$ cat config.mk
export PLATFORM = sky130hd
export DESIGN_NAME = integer_to_custom_radix_digits
export DESIGN_NICKNAME = d
export VERILOG_FILES = /design/src/hdl/cirx_pkg.sv /design/src/hdl/cirx_regs.sv /design/src/hdl/cirx_front.sv /design/src/hdl/cirx_fifo.sv /design/src/hdl/cirx_back.sv /design/src/hdl/integer_to_custom_radix_digits.sv
export SDC_FILE = /design/constraint.sdc
export NUM_CORES = 2
export LEC_CHECK = 0
export BUFFER_PORTS_ARGS = -buffer_cell sky130_fd_sc_hd__buf_2
export CAP_MARGIN = 20
export CORE_ASPECT_RATIO = 1.2
export CORE_UTILIZATION = 53
export CTS_BUF_LIST = sky130_fd_sc_hd__clkbuf_4 sky130_fd_sc_hd__clkbuf_8
export DETAILED_ROUTE_END_ITERATION = 7
export PLACE_DENSITY = 0.75
export SLEW_MARGIN = 20
export SYNTH_ARGS = -nofsm -noshare
export SYNTH_HDL_FRONTEND = slang
export SYNTH_SLANG_ARGS = --single-unit
export TNS_END_PERCENT = 100
$ cat constraint.sdc
create_clock -name clk_i -period 21 [get_ports clk_i]
set_clock_uncertainty 0.2 [all_clocks]
set_input_delay 2.1 -clock clk_i [delete_from_list [all_inputs] [get_ports clk_i]]
set_output_delay 2.1 -clock clk_i [all_outputs]
set_load 0.005 [all_outputs]
$ cat src/hdl/cirx_pkg.sv
`default_nettype none

package cirx_pkg;

  localparam int unsigned ADDR_W = 5;
  localparam int unsigned DATA_W = 64;
  localparam int unsigned NUM_CHARS = 16;

  // register index, taken from paddr[4:3]
  localparam logic [1:0] REG_BASE_LEN    = 2'd0;
  localparam logic [1:0] REG_DIGITS_LOW  = 2'd1;
  localparam logic [1:0] REG_DIGITS_HIGH = 2'd2;

  localparam logic [7:0] CH_MINUS = 8'h2D;
  localparam logic [7:0] CH_PLUS  = 8'h2B;
  localparam logic [7:0] CH_LO    = 8'd32;
  localparam logic [7:0] CH_HI    = 8'd126;
  localparam logic [7:0] CH_NONE  = 8'd0;

  typedef logic [NUM_CHARS-1:0][7:0] alpha_t;

  typedef struct packed {
    logic        bad;
    logic        neg;
    logic [31:0] mag;
  } cirx_item_t;

  // floor(2^32 / d); the product's upper word is the quotient or one short of it
  function automatic logic [31:0] recip_of(input logic [4:0] d);
    logic [31:0] r;
    unique case (d)
      5'd2:    r = 32'h8000_0000;
      5'd3:    r = 32'h5555_5555;
      5'd4:    r = 32'h4000_0000;
      5'd5:    r = 32'h3333_3333;
      5'd6:    r = 32'h2AAA_AAAA;
      5'd7:    r = 32'h2492_4924;
      5'd8:    r = 32'h2000_0000;
      5'd9:    r = 32'h1C71_C71C;
      5'd10:   r = 32'h1999_9999;
      5'd11:   r = 32'h1745_D174;
      5'd12:   r = 32'h1555_5555;
      5'd13:   r = 32'h13B1_3B13;
      5'd14:   r = 32'h1249_2492;
      5'd15:   r = 32'h1111_1111;
      5'd16:   r = 32'h1000_0000;
      default: r = 32'h0000_0000;
    endcase
    return r;
  endfunction

endpackage

`default_nettype wire

$ cat src/hdl/cirx_regs.sv
`default_nettype none

module cirx_regs
  import cirx_pkg::*;
#(
  parameter int unsigned MAX_DIGITS = 16
) (
  input  wire logic              clk_i,
  input  wire logic              rst_ni,
  input  wire logic              psel,
  input  wire logic              penable,
  input  wire logic              pwrite,
  input  wire logic [ADDR_W-1:0] paddr,
  input  wire logic [DATA_W-1:0] pwdata,
  output logic      [DATA_W-1:0] prdata,
  output logic                   pready,
  output logic      [4:0]        base_len_o,
  output alpha_t                 alpha_o,
  output logic                   bad_o
);

  logic [4:0]  base_len_q;
  logic [63:0] digits_low_q;
  logic [63:0] digits_high_q;
  logic        bad_q;
  logic        bad_d;
  logic        wr_en;
  logic [1:0]  reg_idx;
  alpha_t      alpha;
  logic [7:0]  ch;

  assign pready  = 1'b1;
  assign wr_en   = psel & penable & pwrite;
  assign reg_idx = paddr[4:3];
  assign alpha   = {digits_high_q, digits_low_q};

  always_ff @(posedge clk_i or negedge rst_ni) begin
    if (!rst_ni) begin
      base_len_q    <= '0;
      digits_low_q  <= '0;
      digits_high_q <= '0;
      bad_q         <= 1'b1;
    end else begin
      bad_q <= bad_d;
      if (wr_en) begin
        unique case (reg_idx)
          REG_BASE_LEN:    base_len_q    <= pwdata[4:0];
          REG_DIGITS_LOW:  digits_low_q  <= pwdata;
          REG_DIGITS_HIGH: digits_high_q <= pwdata;
          default:         ;
        endcase
      end
    end
  end

  always_comb begin
    unique case (reg_idx)
      REG_BASE_LEN:    prdata = {59'd0, base_len_q};
      REG_DIGITS_LOW:  prdata = digits_low_q;
      REG_DIGITS_HIGH: prdata = digits_high_q;
      default:         prdata = '0;
    endcase
  end

  // flag the alphabet: radix out of range, sign or unprintable char, repeats
  always_comb begin
    ch    = '0;
    bad_d = (base_len_q <= 5'd1) || (base_len_q > 5'(MAX_DIGITS));
    for (int i = 0; i < NUM_CHARS; i++) begin
      if (5'(i) < base_len_q) begin
        ch = alpha[i];
        if (ch == CH_MINUS || ch == CH_PLUS || ch < CH_LO || ch > CH_HI) begin
          bad_d = 1'b1;
        end
        for (int j = i + 1; j < NUM_CHARS; j++) begin
          if (5'(j) < base_len_q && alpha[j] == ch) begin
            bad_d = 1'b1;
          end
        end
      end
    end
  end

  assign base_len_o = base_len_q;
  assign alpha_o    = alpha;
  assign bad_o      = bad_q;

endmodule

`default_nettype wire

$ cat src/hdl/cirx_front.sv
`default_nettype none

module cirx_front
  import cirx_pkg::*;
(
  input  wire logic               clk_i,
  input  wire logic               rst_ni,
  input  wire logic               in_valid_i,
  output logic                    in_stall_o,
  input  wire logic signed [31:0] value_i,
  input  wire logic               bad_i,
  output logic                    push_o,
  output cirx_item_t              item_o,
  input  wire logic               full_i
);

  logic        hold_q;
  logic        hold_d;
  logic [31:0] value_q;
  logic        accept;

  assign in_stall_o = hold_q & full_i;
  assign accept     = in_valid_i & ~in_stall_o;
  assign push_o     = hold_q & ~full_i;

  always_comb begin
    hold_d = hold_q;
    if (accept) begin
      hold_d = 1'b1;
    end else if (push_o) begin
      hold_d = 1'b0;
    end
  end

  always_ff @(posedge clk_i or negedge rst_ni) begin
    if (!rst_ni) begin
      hold_q <= 1'b0;
    end else begin
      hold_q <= hold_d;
    end
  end

  always_ff @(posedge clk_i) begin
    if (accept) begin
      value_q <= $unsigned(value_i);
    end
  end

  // split sign and magnitude; the most negative value wraps to 2^31 exactly
  always_comb begin
    item_o.bad = bad_i;
    item_o.neg = value_q[31];
    item_o.mag = value_q[31] ? (32'd0 - value_q) : value_q;
  end

endmodule

`default_nettype wire

$ cat src/hdl/cirx_fifo.sv
`default_nettype none

module cirx_fifo
  import cirx_pkg::*;
(
  input  wire logic       clk_i,
  input  wire logic       rst_ni,
  input  wire logic       push_i,
  input  wire cirx_item_t item_i,
  output logic            full_o,
  input  wire logic       pop_i,
  output cirx_item_t      item_o,
  output logic            empty_o
);

  localparam int unsigned DEPTH = 2;
  localparam int unsigned PW = $clog2(DEPTH);
  localparam int unsigned CW = $clog2(DEPTH + 1);

  cirx_item_t     mem_q [DEPTH];
  logic [PW-1:0]  wr_q;
  logic [PW-1:0]  rd_q;
  logic [CW-1:0]  count_q;

  assign full_o  = (count_q == CW'(DEPTH));
  assign empty_o = (count_q == '0);
  assign item_o  = mem_q[rd_q];

  always_ff @(posedge clk_i or negedge rst_ni) begin
    if (!rst_ni) begin
      wr_q    <= '0;
      rd_q    <= '0;
      count_q <= '0;
    end else begin
      if (push_i) begin
        wr_q <= (wr_q == PW'(DEPTH - 1)) ? '0 : wr_q + PW'(1);
      end
      if (pop_i) begin
        rd_q <= (rd_q == PW'(DEPTH - 1)) ? '0 : rd_q + PW'(1);
      end
      if (push_i && !pop_i) begin
        count_q <= count_q + CW'(1);
      end else if (pop_i && !push_i) begin
        count_q <= count_q - CW'(1);
      end
    end
  end

  always_ff @(posedge clk_i) begin
    if (push_i) begin
      mem_q[wr_q] <= item_i;
    end
  end

  a_no_overflow: assert property (@(posedge clk_i) disable iff (!rst_ni)
    push_i |-> !full_o)
    else $error("push into full queue");

  a_no_underflow: assert property (@(posedge clk_i) disable iff (!rst_ni)
    pop_i |-> !empty_o)
    else $error("pop from empty queue");

endmodule

`default_nettype wire

$ cat src/hdl/cirx_back.sv
`default_nettype none

module cirx_back
  import cirx_pkg::*;
(
  input  wire logic       clk_i,
  input  wire logic       rst_ni,
  input  wire cirx_item_t item_i,
  input  wire logic       empty_i,
  output logic            pop_o,
  input  wire logic [4:0] radix_i,
  input  wire alpha_t     alpha_i,
  output logic            out_valid_o,
  input  wire logic       out_stall_i,
  output logic [7:0]      out_char_o,
  output logic            bad_alphabet_o,
  output logic            last_o
);

  typedef enum logic [2:0] {
    ST_IDLE,
    ST_MUL,
    ST_FIX,
    ST_SIGN,
    ST_DIGIT
  } cvt_state_e;

  cvt_state_e  state_q;
  logic [31:0] mag_q;
  logic        neg_q;
  logic [31:0] recip_q;
  logic [63:0] prod_q;
  logic [5:0]  cnt_q;
  logic [3:0]  dig_mem_q [32];
  logic        out_valid_q;
  logic [7:0]  out_char_q;
  logic        out_bad_q;
  logic        out_last_q;

  logic        slot_free;
  logic        emit;
  logic [31:0] q_est;
  logic [5:0]  qd_low;
  logic [5:0]  rem6;
  logic        fix;
  logic [5:0]  rem_fixed;
  logic [3:0]  digit;
  logic [31:0] quot;
  logic [4:0]  rd_idx;

  assign slot_free = ~out_valid_q | ~out_stall_i;
  assign pop_o     = (state_q == ST_IDLE) & ~empty_i & (~item_i.bad | slot_free);
  assign emit      = slot_free & (((state_q == ST_IDLE) & ~empty_i & item_i.bad) |
                                  (state_q == ST_SIGN) | (state_q == ST_DIGIT));

  // remainder from the estimated quotient; it is below twice the radix,
  // so six low bits carry it
  assign q_est     = prod_q[63:32];
  assign qd_low    = 6'(11'(q_est[5:0]) * 11'(radix_i));
  assign rem6      = mag_q[5:0] - qd_low;
  assign fix       = (rem6 >= {1'b0, radix_i});
  assign rem_fixed = fix ? (rem6 - {1'b0, radix_i}) : rem6;
  assign digit     = rem_fixed[3:0];
  assign quot      = q_est + 32'(fix);
  assign rd_idx    = 5'(cnt_q - 6'd1);

  always_ff @(posedge clk_i or negedge rst_ni) begin
    if (!rst_ni) begin
      state_q     <= ST_IDLE;
      mag_q       <= '0;
      neg_q       <= 1'b0;
      recip_q     <= '0;
      prod_q      <= '0;
      cnt_q       <= '0;
      out_valid_q <= 1'b0;
      out_char_q  <= '0;
      out_bad_q   <= 1'b0;
      out_last_q  <= 1'b0;
    end else begin
      if (emit) begin
        out_valid_q <= 1'b1;
      end else if (!out_stall_i) begin
        out_valid_q <= 1'b0;
      end
      unique case (state_q)
        ST_IDLE: begin
          if (!empty_i) begin
            if (item_i.bad) begin
              if (slot_free) begin
                out_char_q  <= CH_NONE;
                out_bad_q   <= 1'b1;
                out_last_q  <= 1'b1;
              end
            end else begin
              mag_q   <= item_i.mag;
              neg_q   <= item_i.neg;
              recip_q <= recip_of(radix_i);
              cnt_q   <= '0;
              state_q <= ST_MUL;
            end
          end
        end
        ST_MUL: begin
          prod_q  <= 64'(mag_q) * 64'(recip_q);
          state_q <= ST_FIX;
        end
        ST_FIX: begin
          mag_q <= quot;
          cnt_q <= cnt_q + 6'd1;
          if (quot == '0) begin
            state_q <= neg_q ? ST_SIGN : ST_DIGIT;
          end else begin
            state_q <= ST_MUL;
          end
        end
        ST_SIGN: begin
          if (slot_free) begin
            out_char_q  <= CH_MINUS;
            out_bad_q   <= 1'b0;
            out_last_q  <= 1'b0;
            state_q     <= ST_DIGIT;
          end
        end
        ST_DIGIT: begin
          // emit most significant first: read the stored digits backward
          if (slot_free) begin
            out_char_q  <= alpha_i[dig_mem_q[rd_idx]];
            out_bad_q   <= 1'b0;
            out_last_q  <= (cnt_q == 6'd1);
            cnt_q       <= cnt_q - 6'd1;
            if (cnt_q == 6'd1) begin
              state_q <= ST_IDLE;
            end
          end
        end
        default: state_q <= ST_IDLE;
      endcase
    end
  end

  always_ff @(posedge clk_i) begin
    if (state_q == ST_FIX) begin
      dig_mem_q[cnt_q[4:0]] <= digit;
    end
  end

  assign out_valid_o    = out_valid_q;
  assign out_char_o     = out_char_q;
  assign bad_alphabet_o = out_bad_q;
  assign last_o         = out_last_q;

  a_digit_in_range: assert property (@(posedge clk_i) disable iff (!rst_ni)
    (state_q == ST_FIX) |-> ({2'b00, digit} < {1'b0, radix_i}))
    else $error("reciprocal correction left remainder not below radix");

  a_bad_is_last: assert property (@(posedge clk_i) disable iff (!rst_ni)
    (out_valid_q && out_bad_q) |-> out_last_q)
    else $error("alphabet error result not flagged last");

  a_digit_count: assert property (@(posedge clk_i) disable iff (!rst_ni)
    (state_q == ST_DIGIT) |-> (cnt_q != 6'd0 && cnt_q <= 6'd32))
    else $error("digit count out of range while emitting");

endmodule

`default_nettype wire

$ cat src/hdl/integer_to_custom_radix_digits.sv
`default_nettype none

// Converts each signed 32-bit value on the input channel to characters in the
// radix given by the configured alphabet (base_len characters from
// digits_low/digits_high). A negative value first gives a '-' transfer, then
// the digits, most significant first, with last set on the final one. An
// alphabet that is too short, longer than MAX_DIGITS, holds a sign, an
// unprintable byte or a repeated character gives a single transfer with
// bad_alphabet and last set. An input register and a two-entry queue sit in
// front of the converter, so up to three values can be taken while it works.
// The converter handles one value at a time: it picks the value up, steps
// each digit through the reciprocal multiplier (multiply, then remainder
// correction) and then emits each character through the single output
// register, holding while the output is stalled. An alphabet error is
// answered straight from the idle state, without the multiplier. The alphabet
// check is registered, so let it update after the last configuration write
// before sending values.
module integer_to_custom_radix_digits
  import cirx_pkg::*;
#(
  parameter int unsigned MAX_DIGITS = 16
) (
  input  wire logic               clk_i,
  input  wire logic               rst_ni,
  input  wire logic               psel,
  input  wire logic               penable,
  input  wire logic               pwrite,
  input  wire logic [ADDR_W-1:0]  paddr,
  input  wire logic [DATA_W-1:0]  pwdata,
  output logic      [DATA_W-1:0]  prdata,
  output logic                    pready,
  input  wire logic               in_valid_i,
  output logic                    in_stall_o,
  input  wire logic signed [31:0] value_i,
  output logic                    out_valid_o,
  input  wire logic               out_stall_i,
  output logic      [7:0]         out_char_o,
  output logic                    bad_alphabet_o,
  output logic                    last_o
);

  logic       [4:0] base_len;
  alpha_t           alpha;
  logic             bad;
  logic             push;
  logic             full;
  logic             pop;
  logic             empty;
  cirx_item_t       front_item;
  cirx_item_t       queue_item;

  cirx_regs #(
    .MAX_DIGITS(MAX_DIGITS)
  ) u_regs (
    .clk_i      (clk_i),
    .rst_ni     (rst_ni),
    .psel       (psel),
    .penable    (penable),
    .pwrite     (pwrite),
    .paddr      (paddr),
    .pwdata     (pwdata),
    .prdata     (prdata),
    .pready     (pready),
    .base_len_o (base_len),
    .alpha_o    (alpha),
    .bad_o      (bad)
  );

  cirx_front u_front (
    .clk_i      (clk_i),
    .rst_ni     (rst_ni),
    .in_valid_i (in_valid_i),
    .in_stall_o (in_stall_o),
    .value_i    (value_i),
    .bad_i      (bad),
    .push_o     (push),
    .item_o     (front_item),
    .full_i     (full)
  );

  cirx_fifo u_fifo (
    .clk_i   (clk_i),
    .rst_ni  (rst_ni),
    .push_i  (push),
    .item_i  (front_item),
    .full_o  (full),
    .pop_i   (pop),
    .item_o  (queue_item),
    .empty_o (empty)
  );

  cirx_back u_back (
    .clk_i          (clk_i),
    .rst_ni         (rst_ni),
    .item_i         (queue_item),
    .empty_i        (empty),
    .pop_o          (pop),
    .radix_i        (base_len),
    .alpha_i        (alpha),
    .out_valid_o    (out_valid_o),
    .out_stall_i    (out_stall_i),
    .out_char_o     (out_char_o),
    .bad_alphabet_o (bad_alphabet_o),
    .last_o         (last_o)
  );

endmodule

`default_nettype wire

After elaboration in Yosys (flattened, before gate mapping):

Memory sizes are Yosys's and may differ from the RTL's. A register that Yosys moved wholly into a read port is not among the register bits.
Index checks and enable logic that the tools add are counted.
Widths: inputs -> output; s select.

* register bits: 288
* latch bits: 0
* bits in writable memories: 196
* bits in read-only memories: 1024
* output and inout port bits: 77
* memories kept: 3

* $add $sub $neg: 10
* $mul: 2
* div/mod/pow operators: 0
* $lt $le $gt $ge: 52
* equal/unequal tests: 169
* shifts and indexed selects: 0
* mux-type cells: 197
* bitwise gates (word level): 19
* reduce and logical (&&, ||, !) cells: 194

Memories
* (no name shown): depth 32, width 32, rd ports 1, clocked after memory_dff 1, wr ports 0, RTL line cirx_pkg.sv:31 `unique case (d)`
* u_back.dig_mem_q: depth 32, width 4, rd ports 1, clocked after memory_dff 0, wr ports 1, RTL line cirx_back.sv:34 `logic [3:0] dig_mem_q [32];`
* u_fifo.mem_q: depth 2, width 34, rd ports 1, clocked after memory_dff 0, wr ports 1, RTL line cirx_fifo.sv:20 `cirx_item_t mem_q [DEPTH];`

Operators with widths (count)
* $eq 8x8->1: 120
* $eq 8x6->1 const B: 32
* $pmux 64 s3: 1
* $mux 1: 167
* $gt 8x7->1 const B: 16
* $lt 8x6->1 const B: 16
* $logic_and 1x1->1: 122
* $mux 32: 3
* $mul 32x32->64: 1
* $pmux 32 s2: 1
* $logic_or 1x1->1: 49
* $mux 8: 6
* $lt 4x5->1 const A: 8
* $add 32x1->32: 1
* $bmux 8 s4: 1
* $logic_not 32->1: 1
* $sub 1x32->32 const A: 1
* $pmux 8 s3: 1
* $mux 3: 7
* $lt 3x5->1 const A: 4
* $mux 6: 3
* $pmux 6 s3: 1
* $pmux 3 s5: 1
* $ne 2x1->1 const B: 6
* other kinds (39): 74

Longest topological paths before layout:

* word-level depth: 156
* mapped depth: 32
* mapped depth without buffers: 29

By module:

A second synthesis with hierarchy kept.

* cell total of the unflattened synthesis: 6768
* area total of the unflattened synthesis: 66636.4 sq um

Modules (own cells, without submodules)
* cirx_back: times used 1, cells an instance 4385, area an instance 43435.4 sq um, sequential area each 6521.3 sq um
* cirx_regs: times used 1, cells an instance 2120, area an instance 18546.5 sq um, sequential area each 3354.5 sq um
* cirx_fifo: times used 1, cells an instance 122, area an instance 2791.4 sq um, sequential area each 2142.1 sq um
* cirx_front: times used 1, cells an instance 141, area an instance 1863.0 sq um, sequential area each 985.9 sq um

Worst setup path before layout:

OpenSTA, ideal clock, no wires.

* kind: reg-to-reg
* start point: register u_back.mag_q[29]
* end point: register u_back.prod_q[57]
* library setup time: 69 ps
* arrival: 7350 ps
* required time: 20731 ps
* path slack: 13381 ps
* cell stages (with the launch flop): 30
* buffers on the path: 2
* clock period less this slack: 7619 ps
* path through: dfrtp_1 clkbuf_1 nand2_1 fa_1 inv_1 fa_1 inv_1 fa_1 inv_1 fa_1 fa_1 inv_1 fa_1 inv_1 fa_1 inv_1 fa_1 inv_1 ha_1 clkbuf_1 nand3_1 nor4_1 nand2b_1 o32ai_1 nor3_1 o21ai_1 a21oi_1 a2bb2oi_1 or4_1 nand3_1

* word-level cells in the longest chain between the ends: 1

RTL lines
* from (decl): RTL line cirx_back.sv:29 `logic [31:0] mag_q;`
* from (signal assigned): RTL line cirx_back.sv:95 `mag_q <= item_i.mag;`
* from (signal assigned): RTL line cirx_back.sv:108 `mag_q <= quot;`
* $mul 32x32->64: RTL line cirx_back.sv:104 `prod_q <= 64'(mag_q) * 64'(recip_q);`
* to (signal assigned): RTL line cirx_back.sv:104
* to (decl): RTL line cirx_back.sv:32 `logic [63:0] prod_q;`

Every way passes these cells.
A chain may end at the register's enable or synchronous reset.

Final worst setup path:

* start point: register u_back.mag_q[12]
* end point: register u_back.prod_q[57]

Same word-level chain as after synthesis.

==> metrics.md <==
| Metric | Value |
|---|---|
| Max-capacitance violation count | `0` |
| TritonCTS clock tree | `yes` |
| Sequential share of the synthesized area | `19.6%` |
| Cell count after synthesis | `6873` |
| Initial antenna violation count | `13` |
| Via density | `6.18` |
| DRT antenna net count | `0` |
| Routability cong. | `1.01` |
| Post-Syn Area per Cell | `9.64 um2` |
| Area Growth Syn to Fin | `6.05%` |
| Asr flop ratio synth | `51.9%` |
| Clock root buffer | `clkbuf_8` |
| Clock buffer depth | `3` |
| Die ar. | `126000 um2` |
| Synth Area in Compound Gates | `6.07%` |
| Std cell rows | `141` |
| Synthesized area | `66300 um2` |
| Worst-margin pin slew | `1.20 ns` |
| Worst EP required | `21.46 ns` |
| Die height | `389 um` |
| Worst r2r path cells | `25` |
| Port Buffers | `180` |
| Min-Delay Path Class | `reg -> reg` |
| Post-CTS setup buffer count | `0` |
| Total wire length | `221000 um` |
| Max stage delay on crit path | `0.92 ns` |
| Total congestion overflow | `0` |
| CTS Hold Buffers Added | `0` |
| DR pass1 iterations | `6` |
| Slew Viols, Final | `0` |
| Unrepaired setup endpoints after global routing | `false` |
| Synth Area in Adders | `32.7%` |
| Setup TNS | `0 ns` |
| Final worst path period share | `48.2%` |
| Syn_nets | `8172` |
| Layout cells sized above 1 | `10.5%` |
| Power Dens Cells | `119 nW/um2` |
| WHS Path Cells | `2` |
| Critical path's slowest cell | `dfrtp_1` |
| CP dominant cell by count | `fa_1` |
| Tot Pwr | `8.34 mW` |
| DP Wirelength | `157000 um` |
| Mux cell area share after synthesis | `5.49%` |
| Outcome | `finished clean` |
| Fmax achieved | `98.8 MHz` |
| Setup Crit Path Kind | `reg -> reg` |
| Yosys Warn Count | `0` |
| Initial Utilization | `53.7%` |
| First-pass GRT wire length | `335000 um` |
| WP data arrival | `10.58 ns` |
| Post-layout nets | `8112` |
| Maximum vdd drop | `0.000416 V` |
| Top Ports | `185` |
| Wire per inst | `26.0 um` |
| Family with the most delay on the worst path | `adder cells` |
| H-tree Lvls | `3` |
| Post-synth top cells | `1024 x inv_1, 903 x fa_1, 663 x xnor2_1, 593 x nand2_1, 428 x xor2_1` |
| Final Hold Viols | `0` |
| Width of the chip | `325 um` |
| Total GRT Usage | `35.3%` |
| Clk slew on worst S/H paths | `0.07 ns` |
| Largest family of logic cells by synthesized area | `adder cells` |
| Ys flop type | `dfrtp_1` |
| Most common cell in the netlist | `inv_1` |
| Fin crit period | `10.12 ns` |
| Critical path fanouts, max | `13` |
| Clock sinks | `474` |
| Post-synth top area share | `27.3%` |
| Final worst setup slack | `10.88 ns` |
| Area of the core | `123000 um2` |
| Top cells by area, synth | `fa_1 27%, edfxtp_1 10%, dfrtp_1 9.3%, xnor2_1 8.8%, inv_1 5.8%` |
| Initial DRC count | `6271` |
| Slew HR | `17.8%` |
| Worst Path Buf+Inv | `5` |
| Post-Synth Simple-Gate Area | `12.7%` |
| DP Worst Slack | `11.12 ns` |
| Final setup fails | `0` |
| Number of flops mapped to enable cells by yosys | `228` |
| Synth cell types | `79` |
| Vias in the first global route | `54900` |
| Minimum hold slack | `0.287 ns` |
| DRC viols | `0` |
| CP Capture Type | `register` |
| Via count | `52600` |
| Clk_lat worst skew | `0.81 ns` |
| Cell taking the most area after synthesis | `fa_1` |
| #FFs+latches synth | `474` |
| Cts repair resizes | `0` |
| Largest net degree at the start of global routing | `77` |
| CTS Buf Count | `71` |
| CP Depth | `25` |
| Crit start category | `register` |
| Leak | `31.1 nW` |
| Post-Synth XOR/XNOR Area | `14.4%` |
[cell type report]
type,instances,area (um2)
inverter,1025,3850
clock inverter,34,283
tap,1644,2060
multi-input combinational,4847,47400
antenna,8,20.0
timing repair buffer,394,2530
clock buffer,93,1150
sequential,474,13000
fill,10600,53200
[placed cells by master, fill, tap and decap left out, types with 17 or more instances in the layout]
master    Yosys  layout
clkinv_1      0      17
o211ai_1     42      42
ha_1        288     288
nand3_1      85      85
xnor2_1     663     663
nor3_1       81      81
xor2_1      428     428
a211oi_1     20      20
fa_1        903     903
a22o_1       61      61
nor2_1      110     108
mux2i_1     114     111
mux2_2      148     148
nand2b_1     21      21
buf_2        32     179
and3_1       20      20
clkbuf_4      0      20
a21oi_1     122     122
a21o_1       41      41
o21ai_0     163     163
inv_1      1024    1024
and2_1      343     342
buf_4         5     212
nand4_1     177     177
nand2_1     593     592
mux4_2       36      36
nor2b_1      25      23
dfrtp_1     245     238
nor4_1      134     133
o31ai_1      27      27
a31oi_1      37      37
edfxtp_1    228     228
clkbuf_8      0      73
[power breakdown]
part / switching, mW / internal (mW)
combinational: 3.71 / 2.01
sequential: 0.248 / 1.57
clock: 0.400 / 0.412
[flip-flops by register name, indices dropped and copies added, names as in the netlist]
register               count
u_back.bad_alphabet_o      1
u_back.cnt_q               6
u_back.dig_mem_q         128
u_back.last_o              1
u_back.mag_q              32
u_back.neg_q               1
u_back.out_char_o          8
u_back.out_valid_o         1
u_back.prod_q             32
u_back.recip_q            22
u_back.state_q             3
u_fifo.count_q             2
u_fifo.mem_q              68
u_fifo.rd_q                1
u_fifo.wr_q                1
u_front.hold_q             1
u_front.value_q           32
u_regs.bad_o               1
u_regs.base_len_o          5
u_regs.digits_high_q      64
u_regs.digits_low_q       64
[worst paths after layout]
| check | slack (ns) | start | end |
|---|---|---|---|
| max in group asynchronous | 17.45 | rst_ni | u_fifo.rd_q |
| worst max-delay path | 10.88 | u_back.mag_q[12] | u_back.prod_q[57] |
| worst min-delay path | 0.29 | u_back.recip_q[10] | u_back.recip_q[10] |
| min in group asynchronous | 0.96 | rst_ni | u_regs.digits_high_q[62] |
| worst max register to register | 10.88 | u_back.mag_q[12] | u_back.prod_q[57] |
| worst min register to register | 0.29 | u_back.recip_q[10] | u_back.recip_q[10] |
[cells by family after synthesis]
kind of cell | Yosys count
other | 1
xor gates and xnor gates | 1092
buffers and inverters | 1552
and+or+nand+nor | 1644
AOI/OAI and AO/OA | 620
DFF | 474
muxes | 299
adders and majority gates | 1191
[stage by stage]
stage	cell area, um2	util, %	instances
2_1_floorplan	66300	-	6873
3_3_place_gp	68800	55.7	8382
3_5_place_dp	68800	55.7	8384
4_1_cts	70300	56.9	8511
5_1_grt	70300	56.9	8515
6_report	70300	56.9	8519
[per-layer routing]
metal  track usage [%]  share of wire [%]  vias to the layer above
li1                  -                  -                    21900
met1              42.8                 35                    25900
met2              53.7                 44                     3662
met3              10.4                 13                     1208
met4              25.2                8.7                        6
met5            0.0381              0.016                        -
[worst reg2reg max path: cells and delay by family (launching register included)]
kind,cells,cell delay (ns)
flip-flops,1,0.92
AND/OR/NAND/NOR,7,1.90
adder cells (fa/ha/maj),9,4.49
buffers and inverters,5,0.62
AO/OA/AOI/OAI,4,1.93
Power figures use the tool's default switching activity.
